## src/design/dsfa_pkg.sv

```systemverilog
// ----------------------------------------------------------------------------
// Dust sensor frame averager package
// Shared constants, codes and controller/datapath interface types.
// ----------------------------------------------------------------------------
package dsfa_pkg;

    localparam logic [1:0] MODE_BYTE  = 2'd0;
    localparam logic [1:0] MODE_TICK  = 2'd1;
    localparam logic [1:0] MODE_START = 2'd2;

    localparam logic [1:0] CFG_READINGS = 2'd0;
    localparam logic [1:0] CFG_TIMEOUT  = 2'd1;
    localparam logic [1:0] CFG_LIMIT    = 2'd2;

    localparam logic [7:0]  READINGS_RESET = 8'd1;
    localparam logic [15:0] TIMEOUT_RESET  = 16'd1200;
    localparam logic [7:0]  LIMIT_RESET    = 8'd2;

    localparam logic [7:0] HEAD_BYTE = 8'hAA;
    localparam logic [7:0] CMD_BYTE  = 8'hC0;
    localparam logic [7:0] TAIL_BYTE = 8'hAB;

    localparam logic [3:0] POS_HEAD    = 4'd0;
    localparam logic [3:0] POS_CMD     = 4'd1;
    localparam logic [3:0] POS_PM25_LO = 4'd2;
    localparam logic [3:0] POS_PM25_HI = 4'd3;
    localparam logic [3:0] POS_PM10_LO = 4'd4;
    localparam logic [3:0] POS_PM10_HI = 4'd5;
    localparam logic [3:0] POS_SPARE_0 = 4'd6;
    localparam logic [3:0] POS_SPARE_1 = 4'd7;
    localparam logic [3:0] POS_CHECK   = 4'd8;
    localparam logic [3:0] POS_TAIL    = 4'd9;

    localparam int          TOTAL_W   = 24;
    localparam logic [4:0]  DIV_LAST  = 5'd23;

    typedef struct packed {
        logic step;
        logic div_run;
        logic out_load;
    } cmd_t;

    typedef struct packed {
        logic has_result;
        logic need_div;
        logic div_done;
    } status_t;

endpackage

```

## src/design/dsfa_ctrl.sv

```systemverilog
// ----------------------------------------------------------------------------
// Dust sensor frame averager controller
// Sequences request intake, the serial division and the output register.
// ----------------------------------------------------------------------------
module dsfa_ctrl (
    input  logic              clk,
    input  logic              rst_n,
    input  logic              in_valid,
    output logic              in_stall,
    output logic              out_valid,
    input  logic              out_stall,
    input  dsfa_pkg::status_t status,
    output dsfa_pkg::cmd_t    cmd
);

    typedef enum logic [2:0] {
        ST_IDLE   = 3'b001,
        ST_DIVIDE = 3'b010,
        ST_EMIT   = 3'b100
    } state_t;

    state_t state_reg;
    state_t state_next;
    logic   out_valid_reg;
    logic   out_valid_next;
    logic   out_free;

    assign in_stall  = (state_reg != ST_IDLE);
    assign out_valid = out_valid_reg;
    assign out_free  = !out_valid_reg || !out_stall;

    always_comb
    begin
        state_next     = state_reg;
        out_valid_next = out_valid_reg;
        cmd            = '0;
        if (out_valid_reg && !out_stall)
        begin
            out_valid_next = 1'b0;
        end
        case (state_reg)
            ST_IDLE:
            begin
                if (in_valid)
                begin
                    cmd.step = 1'b1;
                    if (status.need_div)
                    begin
                        state_next = ST_DIVIDE;
                    end
                    else if (status.has_result)
                    begin
                        state_next = ST_EMIT;
                    end
                end
            end
            ST_DIVIDE:
            begin
                cmd.div_run = 1'b1;
                if (status.div_done)
                begin
                    state_next = ST_EMIT;
                end
            end
            ST_EMIT:
            begin
                if (out_free)
                begin
                    cmd.out_load   = 1'b1;
                    out_valid_next = 1'b1;
                    state_next     = ST_IDLE;
                end
            end
            default:
            begin
                state_next = ST_IDLE;
            end
        endcase
    end

    always_ff @(posedge clk or negedge rst_n)
    begin
        if (!rst_n)
        begin
            state_reg     <= ST_IDLE;
            out_valid_reg <= 1'b0;
        end
        else
        begin
            state_reg     <= state_next;
            out_valid_reg <= out_valid_next;
        end
    end

endmodule

```

## src/design/dsfa_datapath.sv

```systemverilog
// ----------------------------------------------------------------------------
// Dust sensor frame averager datapath
// Frame parser, run counters, serial divider and output register.
// ----------------------------------------------------------------------------
module dsfa_datapath (
    input  logic              clk,
    input  logic              rst_n,
    input  logic              cfg_write,
    input  logic [1:0]        cfg_index,
    input  logic [15:0]       cfg_data,
    input  logic [1:0]        mode,
    input  logic [7:0]        data_byte,
    input  dsfa_pkg::cmd_t    cmd,
    output dsfa_pkg::status_t status,
    output logic              frame_ok,
    output logic [15:0]       pm25_raw,
    output logic [15:0]       pm10_raw,
    output logic              run_done,
    output logic              run_ok,
    output logic [15:0]       pm25_average,
    output logic [15:0]       pm10_average
);

    localparam int TW = dsfa_pkg::TOTAL_W;

    logic [7:0]    readings_reg;
    logic [15:0]   timeout_reg;
    logic [7:0]    limit_reg;

    logic [3:0]    pos_reg, pos_next;
    logic [7:0]    sum_reg, sum_next;
    logic [15:0]   pm25_frame_reg, pm25_frame_next;
    logic [15:0]   pm10_frame_reg, pm10_frame_next;
    logic [7:0]    check_reg, check_next;
    logic          active_reg, active_next;
    logic [7:0]    good_reg, good_next;
    logic [7:0]    fail_reg, fail_next;
    logic [TW-1:0] pm25_total_reg, pm25_total_next;
    logic [TW-1:0] pm10_total_reg, pm10_total_next;
    logic [15:0]   ticks_reg, ticks_next;

    logic          res_frame_reg, res_frame_next;
    logic [15:0]   res_pm25_reg, res_pm25_next;
    logic [15:0]   res_pm10_reg, res_pm10_next;
    logic          res_done_reg, res_done_next;
    logic          res_ok_reg, res_ok_next;

    logic [TW-1:0] q25_reg, q25_next;
    logic [TW-1:0] q10_reg, q10_next;
    logic [7:0]    rem25_reg, rem25_next;
    logic [7:0]    rem10_reg, rem10_next;
    logic [7:0]    divisor_reg, divisor_next;
    logic [4:0]    div_count_reg, div_count_next;

    logic [7:0]    need;
    logic [7:0]    limit;
    logic [15:0]   ticks_inc;
    logic [7:0]    fail_inc;
    logic [7:0]    good_inc;
    logic          good_frame;
    logic [8:0]    shift25;
    logic [8:0]    shift10;
    logic          ge25;
    logic          ge10;

    assign need  = (readings_reg == 8'd0) ? 8'd1 : readings_reg;
    assign limit = (limit_reg == 8'd0) ? 8'd1 : limit_reg;
    assign ticks_inc = ticks_reg + 16'd1;
    assign fail_inc  = fail_reg + 8'd1;
    assign good_inc  = good_reg + 8'd1;

    // The next state is worked out for the request on the input every cycle;
    // the registers take it only when the controller steps.
    always_comb
    begin
        pos_next        = pos_reg;
        sum_next        = sum_reg;
        pm25_frame_next = pm25_frame_reg;
        pm10_frame_next = pm10_frame_reg;
        check_next      = check_reg;
        active_next     = active_reg;
        good_next       = good_reg;
        fail_next       = fail_reg;
        pm25_total_next = pm25_total_reg;
        pm10_total_next = pm10_total_reg;
        ticks_next      = ticks_reg;
        res_frame_next  = 1'b0;
        res_pm25_next   = 16'd0;
        res_pm10_next   = 16'd0;
        res_done_next   = 1'b0;
        res_ok_next     = 1'b0;
        good_frame      = 1'b0;
        status          = '0;

        case (mode)
            dsfa_pkg::MODE_START:
            begin
                active_next     = 1'b1;
                good_next       = 8'd0;
                fail_next       = 8'd0;
                pm25_total_next = '0;
                pm10_total_next = '0;
                ticks_next      = 16'd0;
            end
            dsfa_pkg::MODE_TICK:
            begin
                if (active_reg)
                begin
                    ticks_next = ticks_inc;
                    if (ticks_inc >= timeout_reg)
                    begin
                        ticks_next = 16'd0;
                        fail_next  = fail_inc;
                        if (fail_inc >= limit)
                        begin
                            active_next       = 1'b0;
                            res_done_next     = 1'b1;
                            status.has_result = 1'b1;
                        end
                    end
                end
            end
            dsfa_pkg::MODE_BYTE:
            begin
                case (pos_reg) inside
                    dsfa_pkg::POS_HEAD:
                    begin
                        if (data_byte == dsfa_pkg::HEAD_BYTE)
                        begin
                            sum_next = 8'd0;
                            pos_next = dsfa_pkg::POS_CMD;
                        end
                    end
                    dsfa_pkg::POS_CMD:
                    begin
                        pos_next = (data_byte == dsfa_pkg::CMD_BYTE) ?
                                   dsfa_pkg::POS_PM25_LO : dsfa_pkg::POS_HEAD;
                    end
                    [dsfa_pkg::POS_PM25_LO:dsfa_pkg::POS_SPARE_1]:
                    begin
                        if (pos_reg == dsfa_pkg::POS_PM25_LO)
                        begin
                            pm25_frame_next = {pm25_frame_reg[15:8], data_byte};
                        end
                        if (pos_reg == dsfa_pkg::POS_PM25_HI)
                        begin
                            pm25_frame_next = {data_byte, pm25_frame_reg[7:0]};
                        end
                        if (pos_reg == dsfa_pkg::POS_PM10_LO)
                        begin
                            pm10_frame_next = {pm10_frame_reg[15:8], data_byte};
                        end
                        if (pos_reg == dsfa_pkg::POS_PM10_HI)
                        begin
                            pm10_frame_next = {data_byte, pm10_frame_reg[7:0]};
                        end
                        sum_next = sum_reg + data_byte;
                        pos_next = pos_reg + 4'd1;
                    end
                    dsfa_pkg::POS_CHECK:
                    begin
                        check_next = data_byte;
                        pos_next   = dsfa_pkg::POS_TAIL;
                    end
                    default:
                    begin
                        good_frame = (data_byte == dsfa_pkg::TAIL_BYTE) &&
                                     (sum_reg == check_reg);
                        pos_next   = dsfa_pkg::POS_HEAD;
                    end
                endcase

                if (good_frame)
                begin
                    status.has_result = 1'b1;
                    res_frame_next    = 1'b1;
                    res_pm25_next     = pm25_frame_reg;
                    res_pm10_next     = pm10_frame_reg;
                    if (active_reg)
                    begin
                        pm25_total_next = pm25_total_reg + {8'd0, pm25_frame_reg};
                        pm10_total_next = pm10_total_reg + {8'd0, pm10_frame_reg};
                        good_next       = good_inc;
                        ticks_next      = 16'd0;
                        if (good_inc >= need)
                        begin
                            active_next     = 1'b0;
                            res_done_next   = 1'b1;
                            res_ok_next     = 1'b1;
                            status.need_div = 1'b1;
                        end
                    end
                end
            end
            default:
            begin
            end
        endcase
        status.div_done = (div_count_reg == dsfa_pkg::DIV_LAST);
    end

    // Restoring division of both totals by the same divisor, one bit per cycle.
    assign shift25 = {rem25_reg, q25_reg[TW-1]};
    assign shift10 = {rem10_reg, q10_reg[TW-1]};
    assign ge25    = (shift25 >= {1'b0, divisor_reg});
    assign ge10    = (shift10 >= {1'b0, divisor_reg});

    always_comb
    begin
        q25_next       = q25_reg;
        q10_next       = q10_reg;
        rem25_next     = rem25_reg;
        rem10_next     = rem10_reg;
        divisor_next   = divisor_reg;
        div_count_next = div_count_reg;
        if (cmd.step)
        begin
            q25_next       = pm25_total_next;
            q10_next       = pm10_total_next;
            rem25_next     = 8'd0;
            rem10_next     = 8'd0;
            divisor_next   = need;
            div_count_next = 5'd0;
        end
        else if (cmd.div_run)
        begin
            q25_next       = {q25_reg[TW-2:0], ge25};
            q10_next       = {q10_reg[TW-2:0], ge10};
            rem25_next     = ge25 ? 8'(shift25 - {1'b0, divisor_reg}) : shift25[7:0];
            rem10_next     = ge10 ? 8'(shift10 - {1'b0, divisor_reg}) : shift10[7:0];
            div_count_next = div_count_reg + 5'd1;
        end
    end

    always_ff @(posedge clk or negedge rst_n)
    begin
        if (!rst_n)
        begin
            readings_reg   <= dsfa_pkg::READINGS_RESET;
            timeout_reg    <= dsfa_pkg::TIMEOUT_RESET;
            limit_reg      <= dsfa_pkg::LIMIT_RESET;
            pos_reg        <= dsfa_pkg::POS_HEAD;
            sum_reg        <= 8'd0;
            pm25_frame_reg <= 16'd0;
            pm10_frame_reg <= 16'd0;
            check_reg      <= 8'd0;
            active_reg     <= 1'b0;
            good_reg       <= 8'd0;
            fail_reg       <= 8'd0;
            pm25_total_reg <= '0;
            pm10_total_reg <= '0;
            ticks_reg      <= 16'd0;
            div_count_reg  <= 5'd0;
        end
        else
        begin
            if (cfg_write)
            begin
                case (cfg_index)
                    dsfa_pkg::CFG_READINGS: readings_reg <= cfg_data[7:0];
                    dsfa_pkg::CFG_TIMEOUT:  timeout_reg  <= cfg_data;
                    dsfa_pkg::CFG_LIMIT:    limit_reg    <= cfg_data[7:0];
                    default:
                    begin
                    end
                endcase
            end
            if (cmd.step)
            begin
                pos_reg        <= pos_next;
                sum_reg        <= sum_next;
                pm25_frame_reg <= pm25_frame_next;
                pm10_frame_reg <= pm10_frame_next;
                check_reg      <= check_next;
                active_reg     <= active_next;
                good_reg       <= good_next;
                fail_reg       <= fail_next;
                pm25_total_reg <= pm25_total_next;
                pm10_total_reg <= pm10_total_next;
                ticks_reg      <= ticks_next;
            end
            div_count_reg  <= div_count_next;
        end
    end

    always_ff @(posedge clk)
    begin
        if (cmd.step)
        begin
            res_frame_reg <= res_frame_next;
            res_pm25_reg  <= res_pm25_next;
            res_pm10_reg  <= res_pm10_next;
            res_done_reg  <= res_done_next;
            res_ok_reg    <= res_ok_next;
        end
        q25_reg       <= q25_next;
        q10_reg       <= q10_next;
        rem25_reg     <= rem25_next;
        rem10_reg     <= rem10_next;
        divisor_reg   <= divisor_next;
        if (cmd.out_load)
        begin
            frame_ok     <= res_frame_reg;
            pm25_raw     <= res_pm25_reg;
            pm10_raw     <= res_pm10_reg;
            run_done     <= res_done_reg;
            run_ok       <= res_ok_reg;
            pm25_average <= res_ok_reg ? q25_reg[15:0] : 16'd0;
            pm10_average <= res_ok_reg ? q10_reg[15:0] : 16'd0;
        end
    end

endmodule

```

## src/design/dust_sensor_frame_averager_top.sv

```systemverilog
// ----------------------------------------------------------------------------
// Dust sensor frame averager
// Parses particulate-sensor frames and averages readings over a run.
// ----------------------------------------------------------------------------
// Each input request carries a mode and a data byte: a received serial byte,
// a one millisecond tick, or a start of an averaging run. A request is taken
// when in_valid is high and in_stall is low. A result request leaves on the
// output channel when a byte completes a good frame or when a run ends.
// A request that causes no result leaves in_stall low. A request that
// yields a result without an average goes from ST_IDLE to ST_EMIT and is
// loaded into the output register from there; one that ends a successful
// run first passes through ST_DIVIDE, where the serial divider, which shares
// one bit step per cycle for both averages, works through the 24-bit totals.
// From the cycle after a request with a result is taken until that result
// enters the output register, in_stall is high; a full output register that
// is stalled extends this. The output register keeps its request while
// out_stall is high, and the next request can be taken meanwhile.
// Configuration writes through cfg_write, cfg_index and cfg_data bypass the
// request handshake. Reset clears the parser, the run and the output
// channel and loads the register defaults.
// ----------------------------------------------------------------------------
module dust_sensor_frame_averager_top (
    input  logic        clk,
    input  logic        rst_n,
    input  logic        cfg_write,
    input  logic [1:0]  cfg_index,
    input  logic [15:0] cfg_data,
    input  logic        in_valid,
    output logic        in_stall,
    input  logic [1:0]  mode,
    input  logic [7:0]  data_byte,
    output logic        out_valid,
    input  logic        out_stall,
    output logic        frame_ok,
    output logic [15:0] pm25_raw,
    output logic [15:0] pm10_raw,
    output logic        run_done,
    output logic        run_ok,
    output logic [15:0] pm25_average,
    output logic [15:0] pm10_average
);

    dsfa_pkg::cmd_t    cmd;
    dsfa_pkg::status_t status;

    dsfa_ctrl u_ctrl (
        .clk       (clk),
        .rst_n     (rst_n),
        .in_valid  (in_valid),
        .in_stall  (in_stall),
        .out_valid (out_valid),
        .out_stall (out_stall),
        .status    (status),
        .cmd       (cmd)
    );

    dsfa_datapath u_datapath (
        .clk          (clk),
        .rst_n        (rst_n),
        .cfg_write    (cfg_write),
        .cfg_index    (cfg_index),
        .cfg_data     (cfg_data),
        .mode         (mode),
        .data_byte    (data_byte),
        .cmd          (cmd),
        .status       (status),
        .frame_ok     (frame_ok),
        .pm25_raw     (pm25_raw),
        .pm10_raw     (pm10_raw),
        .run_done     (run_done),
        .run_ok       (run_ok),
        .pm25_average (pm25_average),
        .pm10_average (pm10_average)
    );

endmodule

```

## config.mk

```make
export PLATFORM = sky130hd
export DESIGN_NAME = dust_sensor_frame_averager_top
export DESIGN_NICKNAME = d
export VERILOG_FILES = /design/src/design/dsfa_pkg.sv /design/src/design/dsfa_ctrl.sv /design/src/design/dsfa_datapath.sv /design/src/design/dust_sensor_frame_averager_top.sv
export SDC_FILE = /design/constraint.sdc
export NUM_CORES = 1
export LEC_CHECK = 0
export ABC_AREA = 1
export ABC_CLOCK_PERIOD_IN_PS = 14100
export BUFFER_PORTS_ARGS = -buffer_cell sky130_fd_sc_hd__buf_2
export CAP_MARGIN = 10
export CORE_MARGIN = 3
export CORE_UTILIZATION = 38
export DETAILED_ROUTE_END_ITERATION = 10
export GPL_ROUTABILITY_DRIVEN = 1
export PLACE_DENSITY = 0.66
export REMOVE_ABC_BUFFERS = 1
export SETUP_SLACK_MARGIN = 0.4
export SLEW_MARGIN = 10
export SYNTH_ARGS = -nofsm -noshare
export SYNTH_HDL_FRONTEND = slang
export SYNTH_HIERARCHICAL = 1
export SYNTH_SLANG_ARGS = --single-unit
```

## constraint.sdc

```tcl
create_clock -name clk -period 14.1 [get_ports clk]
set_input_delay 3.525 -clock clk [delete_from_list [all_inputs] [get_ports clk]]
set_output_delay 3.525 -clock clk [all_outputs]
set_load 0.1 [all_outputs]
```

# Word-level counts from Yosys, hierarchy flattened
# Index checks and enable logic that the tools add are counted.
# W data, S select, Z words.
[totals]
out_inout_bits = 69
word_cells = 197
mem_count = 0
latchBits = 0
regBits = 348
rom_bits = 0
mem_bits_rw = 0
[classes]
n_reduce_logical = 32
n_mul = 0
muxes = 78
div_mod_pow = 0
n_shift = 0
bitwise_logic = 5
eq_ne = 29
n_addsub = 10
n_lt_le_gt_ge = 7
[op_table]
columns = ["cell", "count"]
rows = [
  ["$mux W24", 8],
  ["$mux W8", 14],
  ["$mux W16", 6],
  ["$pmux W24 S2", 2],
  ["$add A24 B16 Y24", 2],
  ["$pmux W16 S3", 1],
  ["$pmux W8 S2", 2],
  ["$mux W1", 27],
  ["$eq A8 B8 Y1 const B", 3],
  ["$mux W4", 5],
  ["$ge A9 B8 Y1", 2],
  ["$reduce_and A6 Y1", 3],
  ["$add A16 B1 Y16 const B", 1],
  ["$add A8 B1 Y8 const B", 2],
  ["$ge A16 B16 Y1", 1],
  ["$ge A8 B8 Y1", 2],
  ["$logic_not A8 Y1", 2],
  ["$sub A8 B8 Y8", 2],
  ["$mux W3", 5],
  ["$reduce_and A7 Y1", 2],
  ["$ne A2 B1 Y1 const B", 6],
  ["$reduce_and A4 Y1", 3],
  ["$mux W5", 2],
  ["$reduce_and A5 Y1", 2],
  ["other kinds (33)", 56],
]

# Logic depth before layout (Yosys ltp)
[depth]
word_depth = 13
ltp_mapped = 19
depth_no_buf = 19

# By module
# The synthesis kept the hierarchy.
[modules_own_cells]
columns = ["module", "seq_area_each_um2", "area_per_inst_um2", "instances", "cells_each"]
rows = [
  ["dsfa_datapath", 9326.4, 18466.5, 1, 2189],
  ["dsfa_ctrl", 101.3, 259.0, 1, 36],
]

# Worst setup path before layout
# No wires, ideal clock.
[synth_path]
kind = "input-to-reg"
start = "input in_valid"
end = "register u_datapath.q10_reg[0] (enable)"
path_buffers = 1
path_stages = 5
path_slack_ns = 6.643
arrival_time_ns = 7.053
required_time_ns = 13.697
cell_sequence = "inv_1 -> nor2_1 -> clkbuf_1 -> nor2_1 -> inv_1"
[synth_lines]
columns = ["item", "line", "rtl"]
rows = [
  ["start: declaration", "dust_sensor_frame_averager_top.sv:28", "input logic in_valid,"],
  ["end signal: assignment", "dsfa_datapath.sv:297", "q10_reg <= q10_next;"],
  ["end: declaration", "dsfa_datapath.sv:49", "logic [TW-1:0] q10_reg, q10_next;"],
]

==> flow_summary.toml <==
[floorplanning]
coreArea_sq_mm = 0.0482
ios = 102
rows = 80
initial_core_util = 0.388
die-width_microns = 228
die_h_microns = 228
die_area_sq_mm = 0.0520

[clock_network]
cts_setup_buffers = 0
cts-resized-gates = 0
cts-htree-levels = 2
cts-buffers-inserted = 39
clk_path_buf_depth = 3
clkSinkCount = 348
ctsRootBufferMaster = "clkbuf_16"
holdBufCountCts = 0
clk_latency_ps = 570
cts_tree = "yes"
clk_pin_slew_worst_paths_ps = 60

[global_route]
grt_pass1_vias = 14800
grt_pass1_wl_microns = 75200
track_usage = 0.176
grt_max_degree = 83
antenna_found_initial = 1
grt_overflow = 0

[detailed_routing]
drt-pass1-iter-count = 5
drt-vias-per-instance = 4.97
drt-initial-drc-count = 1124
totalWireLength_microns = 45900
vias = 14900
wire_per_inst_microns = 15.3
drtAntennaViolNets = 0
drcViolationCount = 0

[final_layout]
nets = 2449
final_cell_mix = "nand2_1, inv_1, o21ai_0, dfrtp_1, edfxtp_1"
layout-drive-gt1-share = 0.0954
finish.utilization = 0.441
layout_commonest_cell = "nand2_1"
area_delta_synth_final_pct = 13.6

[place]
gp_congestion = 0.917
hpwl_microns = 32800
preCtsSetupSlack_ps = 7760
portBuffers = 101

[logic_synthesis]
yosysSeqAreaShare = 0.503
synth_edf_count = 158
netlist_instances = 2225
async_reset_ff_frac = 0.500
yosysWarnings = 6
avgSynthCellArea_sq_um = 8.42
syn_area_sq_mm = 0.0187
synth_flop_cell = "dfrtp_1"
netlist-cell-type-count = 50
ys_ff_latch = 348

[timing]
drv_slew = 0
fmax_ghz = 0.171
period_share = 0.414
rsz0062_at_grt = "false"
tightest_slew_ps = 1140
fin_worst_skew_ps = 16.9
max_slew_margin = 0.234
finalSetupTns_ps = 0
hold_viol = 0
finalSetupViolCount = 0
fin_ws_ps = 8260
fin_crit_ps = 5840

[pwr]
leakagePower_nw = 10.2
p_per_area_mw_per_mm2 = 167
ir_worst_vdd_v = 0.0000891

[critical_path]
r2r_setup_slack_ps = 10560
r2r-end = "u_datapath/fail_reg[7]"
critical_path_class = "in2reg"
critPathCaptureType = "register"
worst-path-max-fanout = 50
timing.rr.start = "u_datapath/ticks_reg[0]"
start_kind = "primary input"
r2r_cells = 16
critPathRequiredTime_ps = 14550
arrival_ps = 6290

[min_path]
min_path_cells = 0
hold_start = "u_datapath/res_pm25_reg[10]"
holdPathEnd = "u_datapath/pm25_raw[10]"
hold_class = "reg2reg"

[run_status]
status = "finished, final reports clean"

[job]
cap_violations = 0
-- worst max path at each step --
stage / depth (start not counted) / slack (ps) / end / startpoint
3_5_place_dp: 10 / 7760 / u_ctrl/state_reg[2] / mode[0]
4_1_cts: 10 / 8350 / u_ctrl/state_reg[2] / mode[0]
2_1_floorplan: 10 / 4380 / u_datapath/sum_reg[6] / in_valid
3_3_place_gp: 10 / 7810 / u_ctrl/state_reg[1] / mode[0]
6_report: 6 / 8260 / u_datapath/rem10_reg[0] / in_valid
5_1_grt: 6 / 7970 / u_datapath/rem10_reg[0] / in_valid
-- final cells by class --
class,count,area [sq um]
diodes,1,2.50
clock inverters,23,314
flip-flops and latches,348,9430
inverters,285,1070
well taps,656,821
fillers,4752,27000
clock buffers,49,1050
multi-input cells,1531,7980
repair buffers,111,607
-- where the power goes --
| group | internal (mW) | switching, mW | leakage (nW) |
|---|---|---|---|
| clock network | 0.635 | 0.440 | 0.647 |
| registers | 1.31 | 0.150 | 3.94 |
| logic | 0.281 | 0.729 | 5.64 |
-- synthesized netlist by cell type (all sizes together) (2+ instances only) --
master	n	area (sq um)
nand2	714	2710
inv	285	1070
o21ai	187	947
dfrtp	167	4180
edfxtp	158	4740
nor2	143	601
a21oi	110	562
ha	95	1190
nand3	87	460
xor2	44	385
clkbuf	37	139
nand4	34	225
buf	24	129
nor3	24	125
dfxtp	16	320
xnor2	16	140
nand3b	12	90.1
nor4	10	62.6
o211ai	10	75.1
o22ai	9	56.3
dfstp	7	184
fa	5	100
o21bai	5	37.5
o31ai	5	37.5
and2	4	25.0
a21o	3	22.5
a31oi	2	12.5
a41o	2	20.0
nor3b	2	15.0
o2111ai	2	17.5
or2	2	12.5
-- logic make-up (layout without fill, tap and decap cells) --
| kind of cell | Yosys count | count (layout) | synth area share |
|---|---|---|---|
| xor+xnor | 60 | 60 | 0.0281 |
| buf+inv | 346 | 468 | 0.0714 |
| other cells | 0 | 1 | 0 |
| flops | 348 | 348 | 0.503 |
| fa+ha+maj | 100 | 100 | 0.0688 |
| simple gates | 1034 | 1034 | 0.232 |
| compound gates | 337 | 337 | 0.0964 |
-- worst max-delay path, cell delays in order --
cell and delay (ps):
buf_2 120, inv_1 90, nor2_4 40, nor2_1 850
clkinv_2 1170, o21ai_0 490
-- layer usage --
| layer | track usage | routed length (microns) |
|---|---|---|
| met5 | 0 | 0 |
| met1 | 0.231 | 20800 |
| met3 | 0.0277 | 2050 |
| met4 | 0.0570 | 1330 |
| met2 | 0.299 | 21700 |
-- per-stage QoR --
| step | hold WS [ps] | power, mW | instances | instance area, sq um |
|---|---|---|---|---|
| floorplan | 400 | 2.21 | 2164 | 18500 |
| global placement | 410 | 2.46 | 2930 | 19900 |
| detailed placement | 405 | 2.49 | 2930 | 19900 |
| CTS | 418 | 3.58 | 3002 | 21200 |
| global route | 424 | 3.77 | 3003 | 21300 |
| finish | 418 | 3.55 | 3004 | 21300 |
(Power assumes the default switching activity.)
